==> src/rtl/dosp_pkg.sv <==
package dosp_pkg;

    // Parse phase, one-hot
    typedef enum logic [2:0] {
        PH_HEADER = 3'b001,
        PH_OPTHDR = 3'b010,
        PH_DATA   = 3'b100
    } phase_t;

    // Result kinds carried on tuser
    localparam logic [1:0] EV_NONE     = 2'd0;
    localparam logic [1:0] EV_HDR_DONE = 2'd1;
    localparam logic [1:0] EV_OPT_START = 2'd2;
    localparam logic [1:0] EV_OPT_DATA = 2'd3;

    // End status codes
    localparam logic [1:0] ST_OK          = 2'd0;
    localparam logic [1:0] ST_SHORT_HDR   = 2'd1;
    localparam logic [1:0] ST_SHORT_OPTHDR = 2'd2;
    localparam logic [1:0] ST_SHORT_DATA  = 2'd3;

    localparam logic [1:0] FIELD_LAST_BYTE = 2'd3;

    // Result tdata layout
    localparam int unsigned OUT_TDATA_W = 96;
    localparam int unsigned MT_LSB  = 0;
    localparam int unsigned TID_LSB = 8;
    localparam int unsigned OT_LSB  = 32;
    localparam int unsigned OL_LSB  = 48;
    localparam int unsigned DB_LSB  = 64;
    localparam int unsigned DI_LSB  = 72;
    localparam int unsigned OLAST_BIT = 88;
    localparam int unsigned ST_LSB  = 89;

endpackage

==> src/rtl/dhcpv6_option_stream_parser.sv <==
// A request accepted at one edge shows its result on m_* right after that edge, from the result register.
// Throughput: one byte per cycle; s_tready stays high while the result register is empty
// or being taken, so a byte can enter every cycle under a draining sink.
// Reset: aresetn is synchronous, active low; it clears the parse state to the header
// phase and empties the result register.
module dhcpv6_option_stream_parser
    import dosp_pkg::*;
(
    input  logic                   aclk,
    input  logic                   aresetn,
    input  logic                   s_tvalid,
    output logic                   s_tready,
    input  logic [7:0]             s_tdata,   // [7:0] in_byte
    input  logic                   s_tlast,   // message_last
    output logic                   m_tvalid,
    input  logic                   m_tready,
    // [7:0] msg_type, [31:8] transaction_id, [47:32] option_type, [63:48] option_length,
    // [71:64] data_byte, [87:72] data_index, [88] option_last, [90:89] end_status,
    // [95:91] zero
    output logic [OUT_TDATA_W-1:0] m_tdata,
    output logic [1:0]             m_tuser,   // [1:0] event_res
    output logic                   m_tlast    // message_end
);

    phase_t      phase_reg, phase_next;
    logic [1:0]  fbc_reg, fbc_next;
    logic [7:0]  mt_reg, mt_next;
    logic [23:0] tid_reg, tid_next;
    logic [15:0] ot_reg, ot_next;
    logic [15:0] ol_reg, ol_next;
    logic [15:0] left_reg, left_next;
    logic [15:0] pos_reg, pos_next;

    logic                   m_valid_reg;
    logic [OUT_TDATA_W-1:0] m_data_reg, m_data_next;
    logic [1:0]             m_user_reg, m_user_next;
    logic                   m_last_reg;

    logic        accept;
    logic [7:0]  b;
    logic [1:0]  ev;
    logic [7:0]  o_mt;
    logic [23:0] o_tid;
    logic [15:0] o_ot, o_ol, o_di;
    logic [7:0]  o_db;
    logic        o_olast;
    logic [1:0]  st;

    assign s_tready = !m_valid_reg || m_tready;
    assign accept   = s_tvalid && s_tready;
    assign b        = s_tdata;

    always_comb begin
        phase_next = phase_reg;
        fbc_next   = fbc_reg;
        mt_next    = mt_reg;
        tid_next   = tid_reg;
        ot_next    = ot_reg;
        ol_next    = ol_reg;
        left_next  = left_reg;
        pos_next   = pos_reg;
        ev      = EV_NONE;
        o_mt    = '0;
        o_tid   = '0;
        o_ot    = '0;
        o_ol    = '0;
        o_db    = '0;
        o_di    = '0;
        o_olast = 1'b0;
        st      = ST_OK;

        case (phase_reg)
            PH_OPTHDR: begin
                case (fbc_reg)
                    2'd0:    ot_next = {b, 8'h00};
                    2'd1:    ot_next = {ot_reg[15:8], b};
                    2'd2:    ol_next = {b, 8'h00};
                    default: ol_next = {ol_reg[15:8], b};
                endcase
                o_mt  = mt_reg;
                o_tid = tid_reg;
                if (fbc_reg == FIELD_LAST_BYTE) begin
                    fbc_next = '0;
                    ev       = EV_OPT_START;
                    o_ot     = ot_next;
                    o_ol     = ol_next;
                    if (ol_next == 16'd0) begin
                        o_olast = 1'b1;
                    end else begin
                        phase_next = PH_DATA;
                        left_next  = ol_next;
                        pos_next   = '0;
                    end
                end else begin
                    fbc_next = fbc_reg + 2'd1;
                end
            end
            PH_DATA: begin
                ev    = EV_OPT_DATA;
                o_mt  = mt_reg;
                o_tid = tid_reg;
                o_ot  = ot_reg;
                o_ol  = ol_reg;
                o_db  = b;
                o_di  = pos_reg;
                if (left_reg <= 16'd1) begin
                    o_olast    = 1'b1;
                    left_next  = '0;
                    pos_next   = '0;
                    phase_next = PH_OPTHDR;
                    fbc_next   = '0;
                end else begin
                    left_next = left_reg - 16'd1;
                    pos_next  = pos_reg + 16'd1;
                end
            end
            default: begin
                // header phase: type byte, then the transaction id MSB first
                if (fbc_reg == 2'd0) begin
                    mt_next  = b;
                    tid_next = '0;
                end else begin
                    tid_next = {tid_reg[15:0], b};
                end
                if (fbc_reg == FIELD_LAST_BYTE) begin
                    fbc_next   = '0;
                    phase_next = PH_OPTHDR;
                    ev         = EV_HDR_DONE;
                    o_mt       = mt_next;
                    o_tid      = tid_next;
                end else begin
                    fbc_next = fbc_reg + 2'd1;
                end
            end
        endcase

        // judge the message on the state it would leave, then restart
        if (s_tlast) begin
            case (phase_next)
                PH_OPTHDR: st = (fbc_next != 2'd0) ? ST_SHORT_OPTHDR : ST_OK;
                PH_DATA:   st = ST_SHORT_DATA;
                default:   st = ST_SHORT_HDR;
            endcase
            phase_next = PH_HEADER;
            fbc_next   = '0;
            mt_next    = '0;
            tid_next   = '0;
            ot_next    = '0;
            ol_next    = '0;
            left_next  = '0;
            pos_next   = '0;
        end

        m_data_next = '0;
        m_data_next[MT_LSB +: 8]   = o_mt;
        m_data_next[TID_LSB +: 24] = o_tid;
        m_data_next[OT_LSB +: 16]  = o_ot;
        m_data_next[OL_LSB +: 16]  = o_ol;
        m_data_next[DB_LSB +: 8]   = o_db;
        m_data_next[DI_LSB +: 16]  = o_di;
        m_data_next[OLAST_BIT]     = o_olast;
        m_data_next[ST_LSB +: 2]   = st;
        m_user_next = ev;
    end

    always_ff @(posedge aclk) begin
        if (!aresetn) begin
            phase_reg   <= PH_HEADER;
            fbc_reg     <= '0;
            mt_reg      <= '0;
            tid_reg     <= '0;
            ot_reg      <= '0;
            ol_reg      <= '0;
            left_reg    <= '0;
            pos_reg     <= '0;
            m_valid_reg <= 1'b0;
        end else begin
            if (accept) begin
                phase_reg   <= phase_next;
                fbc_reg     <= fbc_next;
                mt_reg      <= mt_next;
                tid_reg     <= tid_next;
                ot_reg      <= ot_next;
                ol_reg      <= ol_next;
                left_reg    <= left_next;
                pos_reg     <= pos_next;
                m_valid_reg <= 1'b1;
            end else if (m_tready) begin
                m_valid_reg <= 1'b0;
            end
        end
    end

    // result payload: load on accept, hold otherwise
    always_ff @(posedge aclk) begin
        if (accept) begin
            m_data_reg <= m_data_next;
            m_user_reg <= m_user_next;
            m_last_reg <= s_tlast;
        end
    end

    assign m_tvalid = m_valid_reg;
    assign m_tdata  = m_data_reg;
    assign m_tuser  = m_user_reg;
    assign m_tlast  = m_last_reg;

endmodule

==> config.mk <==
export PLATFORM = sky130hd
export DESIGN_NAME = dhcpv6_option_stream_parser
export DESIGN_NICKNAME = d
export VERILOG_FILES = /design/src/rtl/dosp_pkg.sv /design/src/rtl/dhcpv6_option_stream_parser.sv
export SDC_FILE = /design/constraint.sdc
export NUM_CORES = 1
export LEC_CHECK = 0
export BUFFER_PORTS_ARGS = -buffer_cell sky130_fd_sc_hd__buf_2
export CAP_MARGIN = 20
export CORE_UTILIZATION = 36
export DETAILED_ROUTE_END_ITERATION = 12
export HOLD_SLACK_MARGIN = 0.1
export SLEW_MARGIN = 20
export SYNTH_ARGS = -nofsm -noshare
export SYNTH_HDL_FRONTEND = slang
export SYNTH_SLANG_ARGS = --single-unit
==> constraint.sdc <==
create_clock -name aclk -period 4.9 [get_ports aclk]
set_input_delay 0.98 -clock aclk [delete_from_list [all_inputs] [get_ports aclk]]
set_output_delay 0.98 -clock aclk [all_outputs]
set_load 0.02 [all_outputs]
==> results of run 1 <==
==> metal layers <==
layer | up-vias | share of wire, % | global-route usage [%]
li1 | 3179 | - | -
met1 | 3283 | 49 | 27.5
met2 | 231 | 44 | 28.3
met5 | - | 0 | 0
met3 | 19 | 5.5 | 3.32
met4 | 0 | 1.4 | 5.32
==> synthesized netlist by cell type (all sizes together) (3+ instances only) <==
| master | n | area share, % |
|---|---|---|
| a22o | 82 | 8.4 |
| and3 | 7 | 0.51 |
| o211ai | 3 | 0.32 |
| a31oi | 14 | 1.0 |
| a211oi | 3 | 0.26 |
| o2bb2ai | 3 | 0.31 |
| nor2 | 87 | 3.8 |
| edfxtp | 94 | 33 |
| nor3 | 18 | 1.1 |
| or3 | 7 | 0.63 |
| or4 | 5 | 0.44 |
| and2 | 38 | 2.8 |
| o21a | 4 | 0.35 |
| nor4 | 9 | 0.83 |
| buf | 16 | 1.3 |
| a21oi | 18 | 1.1 |
| a22oi | 68 | 6.0 |
| inv | 8 | 0.35 |
| nand3 | 18 | 1.1 |
| o21ai | 36 | 2.1 |
| clkbuf | 49 | 2.1 |
| or2 | 3 | 0.22 |
| o22ai | 4 | 0.29 |
| nand2b | 6 | 0.44 |
| dfxtp | 102 | 24 |
| nor2b | 6 | 0.44 |
| a21o | 3 | 0.26 |
| nand3b | 3 | 0.26 |
| nand2 | 46 | 2.1 |
| ha | 7 | 1.0 |
| o31ai | 6 | 0.53 |
| xor2 | 4 | 0.41 |
==> how the worst max path moves through the flow <==
stage	depth (start not counted)	start	slack, ns	to
CTS	7	fbc_reg[0]	1.52	pos_reg[8]
finish	7	fbc_reg[0]	1.48	left_reg[6]
global route	7	fbc_reg[0]	1.17	pos_reg[2]
global placement	11	m_tready	1.18	mt_reg[7]
detailed placement	11	m_tready	1.08	mt_reg[1]
floorplan	9	m_tready	1.20	mt_reg[3]
==> critical path: cells and delay by family, from the launching register on <==
kind	cells	cell delay (ns)
flops	1	0.42
simple gates	2	0.84
fa+ha+maj	1	0.79
compound gates	4	1.25
==> cell type report <==
class / instances / share of cell area [%]
flip-flops and latches: 196 / 49.0
clock inverters: 13 / 1.14
well taps: 319 / 4.02
multi-input cells: 537 / 34.4
clock buffers: 19 / 4.68
inverters: 9 / 0.353
repair buffers: 120 / 6.36
==> metrics by stage <==
stage	area (um2)	setup WS [ns]	power [mW]	cells	utilization [%]
floorplan	8590	1.20	1.94	807	-
global placement	9340	1.18	2.02	1181	39.9
detailed placement	9340	1.08	2.02	1181	39.9
CTS	9920	1.52	3.37	1213	42.4
global route	9920	1.17	3.46	1213	42.4
finish	9920	1.48	3.34	1213	42.4
==> cells by family after synthesis <==
kind of cell	after synthesis	share of synthesized area [%]
flip-flops	196	56.7
AO/OA/AOI/OAI	260	22.5
adder cells (fa/ha/maj)	7	1.02
AND/OR/NAND/NOR	259	15.3
XOR/XNOR	6	0.613
other	1	0.0437
buffers and inverters	74	3.81
==> power by group through the flow <==
stage / combinational, mW / sequential, mW / clock, mW
after floorplan: 0.0925 / 1.85 / 0
after global placement: 0.214 / 1.80 / 0
after detailed placement: 0.215 / 1.80 / 0
after CTS: 0.216 / 1.77 / 1.39
after global routing: 0.232 / 1.77 / 1.46
final: 0.215 / 1.76 / 1.36
==> flow_summary.yaml, run 1 <==
global_routing:
  grt_overflow_total: 0
  antenna_found_initial: 0
  grt_max_degree: 49
  grt_util_all_layers_pct: 18.8
  grt_pass1_vias: 6319
  grt_pass1_wl_um: 35600
floorplanning:
  dieArea_um2: 24400
  io-pin-count: 114
  num_rows: 56
  dieHeight_um: 156
  die_w_um: 156
  start_util_pct: 36.6
  core-area_um2: 23400
sta:
  fmax_ghz: 0.293
  final-max-slew-violation-count: 0
  finalCritPeriodShare_pct: 69.7
  hold_viol_final: 0
  slew_headroom_pct: 37.6
  fin_crit_ns: 3.42
  finalSetupTns_ns: 0
  holdWs_ns: 0.455
  setup_violations: 0
  fin_skew_ns: 0.0165
  rsz0062_at_grt: "no"
  tightest_slew_ns: 0.932
clock_tree:
  cts-root-buf: "clkbuf_16"
  cts_tree: "built"
  htree_levels: 4
  cts.clk_slew.worst_paths_ns: 0.07
  cts_inserted_buffers: 17
  clockBufferDepth: 2
  holdBufCountCts: 0
  clk_latency_ns: 0.44
  cts_setup_buffers: 0
  numClockSinks: 196
  cts_resized: 0
drt:
  drt-pass1-iter-count: 5
  wl_per_cell_um: 18.3
  postRouteAntennaNets: 0
  via_per_inst: 5.53
  drtIter0Drc: 679
  drt_wl_total_um: 22200
  vias: 6712
  drc: 0
worst_setup_path:
  rr_startpoint: "fbc_reg[0]"
  worst_ep_required_time_ns: 5.22
  critPathKind: "reg2reg"
  start_kind: "flip-flop"
  critPathCaptureType: "flip-flop"
  reg2reg_depth: 7
  crit_chain: "ha_1, o21ba_1, a22o_1, or3_4, or3_4, o21a_1, a22o_1"
  cp_max_fo: 27
  crit_arrival_ns: 3.74
  worst_path_largest_cell_delay_ns: 0.79
  critPathSlowestCell: "ha_1"
  r2r_end: "left_reg[6]"
  rrSetupSlack_ns: 1.48
cells_and_area:
  diodes: 0
  drive_gt1_share_pct: 18.9
  area_delta_synth_final_pct: 15.7
  layout_common_cells: "buf_2, dfxtp_1, edfxtp_1, nor2_1, a22o_1"
  fillCellCount: 2303
  multi_input_area_um2: 3410
  regArea_um2: 4860
  nets: 901
  largest_reg_flops: 91
  final_common_cell: "buf_2"
power_and_ir_drop:
  combPwrFrac_pct: 6.4
  vdd_ir_drop_max_mv: 0.217
  seqPwrFrac_pct: 52.8
  switching_share_pct: 24.9
  p_per_area_nw_per_um2: 337
  switchingPower_uw: 831
  clock_power_share_pct: 40.8
  leakagePower_nw: 3.76
  internal_power_mw: 2.51
min_path:
  hp-class: "reg2reg"
  hold_depth: 1
  hold_path_end: "pos_reg[15]"
  hold_start: "pos_reg[15]"
yosys:
  synthArstFlopShare_pct: 0
  seq_area_frac_synth_pct: 56.7
  synth.distinct_cells: 64
  ys_ff_latch: 196
  synth_edf_count: 94
  ys_warn_count: 0
  synthesis.area_um2: 8570
  postSynthAreaPerCell_um2: 10.7
  syn_inst: 803
  synth_ff_type: "dfxtp_1"
placed_design:
  gp_congestion: 0.822
  io_buffers: 108
  hpwlAfterDp_um: 14300
flow_run:
  max_cap_violations: 0
run_status:
  status: "complete, no violations"
Power figures use the tool's default switching activity.
==> run 2: changes to the inputs <==
==> constraint.sdc (replaced) <==
create_clock -name aclk -period 3.5 [get_ports aclk]
set_input_delay 0.7 -clock aclk [delete_from_list [all_inputs] [get_ports aclk]]
set_output_delay 0.7 -clock aclk [all_outputs]
set_load 0.02 [all_outputs]
==> run 2 against run 1 <==
  * Non-clock buffer count rose by 10
  * Maximum frequency increased by 15%
  * Via count is 2.1% higher
  * Sequential share of layout area is 0.68 points lower
  * Global-route usage about the same
  * Clock-buffer cell count up 1
  * Largest cell class unchanged
  * Flip-flop and latch count is the same
  * Final area grew 1.4%
  * Critical path depth is 1 higher
  * Final cell count is 0.82% higher
  * Sequential power rose by 40%
==> flow_summary.yaml, run 2 (same netlist as run 1, synthesis figures left out) <==
min_path:
  hold_start: "pos_reg[15]"
  hold_depth: 1
  hold_path_end: "pos_reg[15]"
  hp-class: "reg2reg"
floorplanning:
  dieArea_um2: 24400
  dieHeight_um: 156
  start_util_pct: 36.6
  die_w_um: 156
  num_rows: 56
  core-area_um2: 23400
  io-pin-count: 114
worst_setup_path:
  crit_arrival_ns: 3.31
  start_kind: "flip-flop"
  r2r_end: "pos_reg[8]"
  reg2reg_depth: 8
  cp_max_fo: 10
  rrSetupSlack_ns: 0.53
  critical_path.top_delay_family: "simple AND/OR/NAND/NOR gates"
  worst_path_largest_cell_delay_ns: 0.54
  crit_chain: "inv_1, ha_1, o21ba_1, a22o_1, or3_4, nor4_4, nor2_2, a311oi_1"
  crit_buf_inv: 1
  critPathKind: "reg2reg"
  critPathCaptureType: "flip-flop"
  rr_startpoint: "fbc_reg[0]"
  worst_ep_required_time_ns: 3.84
  critPathSlowestCell: "nor4_4"
sta:
  tightest_slew_ns: 0.897
  hold_viol_final: 0
  setup_violations: 0
  slew_headroom_pct: 40.2
  fmax_ghz: 0.336
  holdWs_ns: 0.470
  finalCritPeriodShare_pct: 84.9
  rsz0062_at_grt: "no"
  final-max-slew-violation-count: 0
  finalSetupTns_ns: 0
  fin_crit_ns: 2.97
  fin_skew_ns: 0.0122
run_status:
  status: "complete, no violations"
global_routing:
  grtUsageMet1_pct: 27.1
  top_usage_layer: "met2"
  grt_overflow_total: 0
  grtUsageMet2_pct: 27.9
  grt_pass1_wl_um: 35400
  met3_usage_pct: 3.41
  grt_max_degree: 80
  antenna_found_initial: 0
  grt_util_all_layers_pct: 18.8
  grt_pass1_vias: 6350
power_and_ir_drop:
  fin_total_pwr_mw: 4.91
  leakagePower_nw: 3.85
  vdd_ir_drop_max_mv: 0.238
  p_per_area_nw_per_um2: 488
clock_tree:
  cts-root-buf: "clkbuf_16"
  htree_levels: 4
  cts_setup_buffers: 0
  numClockSinks: 196
  cts_resized: 0
  cts_inserted_buffers: 17
  cts.clk_slew.worst_paths_ns: 0.08
  clockBufferDepth: 2
  cts_tree: "built"
  clk_latency_ns: 0.44
  holdBufCountCts: 0
cells_and_area:
  layout_common_cells: "buf_2, dfxtp_1, edfxtp_1, nor2_1, a22o_1"
  fin_area_um2: 10100
  area_delta_synth_final_pct: 17.4
  diodes: 0
  fillCellCount: 2304
  final_common_cell: "buf_2"
  nets: 911
  drive_gt1_share_pct: 19.4
  final_core_util_pct: 43.0
  largest_reg_flops: 91
drt:
  via_per_inst: 5.60
  vias: 6850
  drc: 0
  postRouteAntennaNets: 0
  drt_wl_total_um: 22600
  drtIter0Drc: 644
  wl_per_cell_um: 18.5
  drt-pass1-iter-count: 5
placed_design:
  hpwlAfterDp_um: 14800
  io_buffers: 108
  gp_congestion: 0.798
  placed_cell_area_um2: 9420
flow_run:
  max_cap_violations: 0
==> run 2: changes by cell type in the layout (fill, tap and decap cells not counted), sizes merged <==
cell      delta
clkbuf       +1
buf         +10
clkinvlp     -1
bufinv       +4
clkinv       -3
inv          -1
==> run 2: per-layer routing <==
layer  wire length (um)  vias up  share of wire (%)
li1                   -     3202                  -
met1              10700     3349                 47
met2              10100      268                 44
met3               1440       31                6.3
met4                416        0                1.8
met5                  0        -                  0
==> run 2: worst max-delay path by stage <==
stage | depth (start not counted) | from | endpoint | slack, ns
6_report | 8 | fbc_reg[0] | pos_reg[8] | 0.53
3_5_place_dp | 8 | fbc_reg[0] | pos_reg[8] | 0.54
3_3_place_gp | 8 | fbc_reg[0] | pos_reg[2] | 0.62
5_1_grt | 8 | fbc_reg[0] | pos_reg[8] | 0.28
4_1_cts | 8 | fbc_reg[0] | pos_reg[8] | 0.50
2_1_floorplan | 9 | m_tready | mt_reg[3] | 0.08
==> run 2: power breakdown <==
part	internal (mW)	switching, mW	leakage (nW)	total (mW)
sequential	2.45	0.0191	1.77	2.47
clock	1.24	0.896	0.313	2.13
combinational	0.0732	0.230	1.76	0.303
total	3.76	1.14	3.85	4.91
==> run 2: cell type report <==
type	count	area, um2	share of cell area (%)
tap	319	399	3.97
timing repair buffer	130	706	7.01
inverter	9	35.0	0.348
clock inverter	12	198	1.96
clock buffer	20	447	4.44
sequential	196	4860	48.4
multi-input combinational	537	3410	33.9
==> run 2: metrics by stage <==
stage	worst slack, ns	cells
2_1_floorplan	0.0780	807
5_1_grt	0.277	1223
4_1_cts	0.505	1223
3_5_place_dp	0.543	1191
6_report	0.528	1223
3_3_place_gp	0.623	1191
==> run 3: changes to the inputs <==
==> constraint.sdc (replaced) <==
create_clock -name aclk -period 2.4 [get_ports aclk]
set_input_delay 0.48 -clock aclk [delete_from_list [all_inputs] [get_ports aclk]]
set_output_delay 0.48 -clock aclk [all_outputs]
set_load 0.02 [all_outputs]
==> run 3 against run 2 <==
  * The run now ends with negative setup slack left
  * Setup slack worse by 0.57 ns
  * Critical endpoint is now left_reg[2]
  * Critical path type unchanged
  * Maximum frequency up 22%
  * Final cell count up 4.5%
  * Sequential power up 46%
  * Die area unchanged
  * Clock skew up 0.0032 ns
  * Combinational power up 65%
  * Flip-flop and latch count unchanged
==> flow_summary.yaml, run 3 (same netlist as run 1, synthesis figures left out) <==
global_routing:
  grt_pass1_wl_um: 35800
  grt_overflow_total: 0
  grt_util_all_layers_pct: 19.1
  grt_pass1_vias: 6457
  grt_max_degree: 80
  antenna_found_initial: 0
power_and_ir_drop:
  seqPwrFrac_pct: 52.4
  switchingPower_mw: 1.74
  switching_share_pct: 25.4
  vdd_ir_drop_max_mv: 0.394
  internal_power_mw: 5.12
  p_per_area_nw_per_um2: 654
  leakagePower_nw: 4.09
  combPwrFrac_pct: 7.3
  clock_power_share_pct: 40.3
drt:
  drc: 0
  postRouteAntennaNets: 0
  wl_per_cell_um: 17.9
  via_per_inst: 5.44
  drtIter0Drc: 593
  drt_wl_total_um: 22900
  drt-pass1-iter-count: 5
  vias: 6958
placed_design:
  hpwlAfterDp_um: 15200
  gp_congestion: 0.854
  io_buffers: 108
  dp_slack_ns: -0.197
  placed_cell_area_um2: 9840
worst_setup_path:
  crit_chain: "inv_2, ha_2, o21ba_4, a22o_1, or3_4, or4_1, buf_6, o311ai_1, o2bb2ai_1"
  critPathKind: "reg2reg"
  rrSetupSlack_ns: -0.04
  r2r_end: "left_reg[2]"
  critPathCaptureType: "flip-flop"
  start_kind: "flip-flop"
  worst_path_largest_cell_delay_ns: 0.55
  crit_path_end: "left_reg[2]"
  worst_ep_required_time_ns: 2.77
  critPathSlowestCell: "or4_1"
  crit_arrival_ns: 2.81
  reg2reg_depth: 9
  critical_path.top_delay_family: "simple AND/OR/NAND/NOR gates"
  path_depth: 9
  rr_startpoint: "fbc_reg[1]"
  crit_buf_inv: 2
  cp_max_fo: 8
  critPathLaunch: "fbc_reg[1]"
run_status:
  status: "complete, but fails checks"
  violations: "negative setup slack"
sta:
  fin_crit_ns: 2.44
  fmax_ghz: 0.410
  tightest_slew_ns: 0.916
  final-max-slew-violation-count: 0
  rsz0062_at_grt: "yes"
  hold_viol_final: 0
  fin_skew_ns: 0.0154
  fin_ws_ns: -0.0395
  setup_violations: 17
  holdWs_ns: 0.336
  finalCritPeriodShare_pct: 102
  slew_headroom_pct: 39.0
floorplanning:
  core-area_um2: 23400
  start_util_pct: 36.6
  io-pin-count: 114
  num_rows: 56
  dieArea_um2: 24400
  die_w_um: 156
  dieHeight_um: 156
clock_tree:
  htree_levels: 4
  clockBufferDepth: 2
  clk_latency_ns: 0.44
  cts_inserted_buffers: 17
  numClockSinks: 196
  cts-root-buf: "clkbuf_16"
  cts_tree: "built"
  cts.clk_slew.worst_paths_ns: 0.07
min_path:
  hp-class: "in2reg"
cells_and_area:
  layout_common_cells: "buf_2, dfxtp_1, edfxtp_1, nor2_1, a22o_1"
  diodes: 0
  fin_area_um2: 10500
  area_delta_synth_final_pct: 22.5
  drive_gt1_share_pct: 25.8
  largest_reg_flops: 91
  final_common_cell: "buf_2"
  fillCellCount: 2329
  nets: 966
flow_run:
  max_cap_violations: 0
## run 3: cell types whose count changed in the layout (fill, tap and decap cells not counted), sizes merged
cell,change
buf,+55
bufinv,-4
inv,+4
clkinv,-2
clkinvlp,+2
## run 3: timing repair
| action | in CTS | in global routing |
|---|---|---|
| resized for setup | 7 | 12 |
| endpoints found under the setup margin | 19 | 31 |
| buffers inserted | 2 | 1 |
| hold buffers | 0 | 0 |
| gates cloned | 1 | 0 |
| pin swaps | 5 | 4 |
## run 3: power groups by stage
| stage | Sequential (mW) | Combinational [mW] | Clock (mW) |
|---|---|---|---|
| 2_1_floorplan | 3.77 | 0.198 | 0 |
| 3_3_place_gp | 3.68 | 0.486 | 0 |
| 3_5_place_dp | 3.68 | 0.489 | 0 |
| 4_1_cts | 3.60 | 0.497 | 2.81 |
| 5_1_grt | 3.61 | 0.536 | 2.97 |
| 6_report | 3.60 | 0.501 | 2.77 |
## run 3: worst reg2reg max path, delay by kind of cell, from the launching register on
kind	cells	cell delay, ns
simple gates	2	0.97
flops	1	0.35
fa+ha+maj	1	0.18
compound gates	4	0.63
buf+inv	2	0.24
## run 3: worst min path at each step
| stage | startpoint | to | cells after the start |
|---|---|---|---|
| 2_1_floorplan | pos_reg[15] | pos_reg[15] | 1 |
| 3_3_place_gp | pos_reg[15] | pos_reg[15] | 1 |
| 3_5_place_dp | pos_reg[15] | pos_reg[15] | 1 |
| 4_1_cts | s_tvalid | m_tvalid | 3 |
| 5_1_grt | s_tvalid | m_tvalid | 3 |
| 6_report | s_tvalid | m_tvalid | 3 |
## run 3: area by class of cell
class                      count  area (um2)  share of cell area, %
sequential                   196        4870                   46.4
multi-input combinational    537        3490                   33.2
timing repair buffer         185        1140                   10.8
clock buffer                  20         447                   4.25
tap                          319         399                   3.80
clock inverter                12         115                   1.10
inverter                       9        46.3                  0.441
## run 3: through the flow
stage	TNS (ns)	cells	utilization, %	total power [mW]
3_5_place_dp	-2.40	1242	42.1	4.17
5_1_grt	-2.19	1278	44.9	7.11
4_1_cts	-0.0874	1277	44.7	6.91
3_3_place_gp	-3.18	1242	42.1	4.17
2_1_floorplan	-2.84	807	-	3.97
6_report	-0.328	1278	44.9	6.87
## run 3: layer usage
layer	GRT usage [%]	up-vias	part of all wire (%)
met2	28.5	242	44
met1	27.5	3377	48
met3	3.96	24	5.5
met5	0	-	0
met4	5.93	0	1.6
li1	-	3315	-
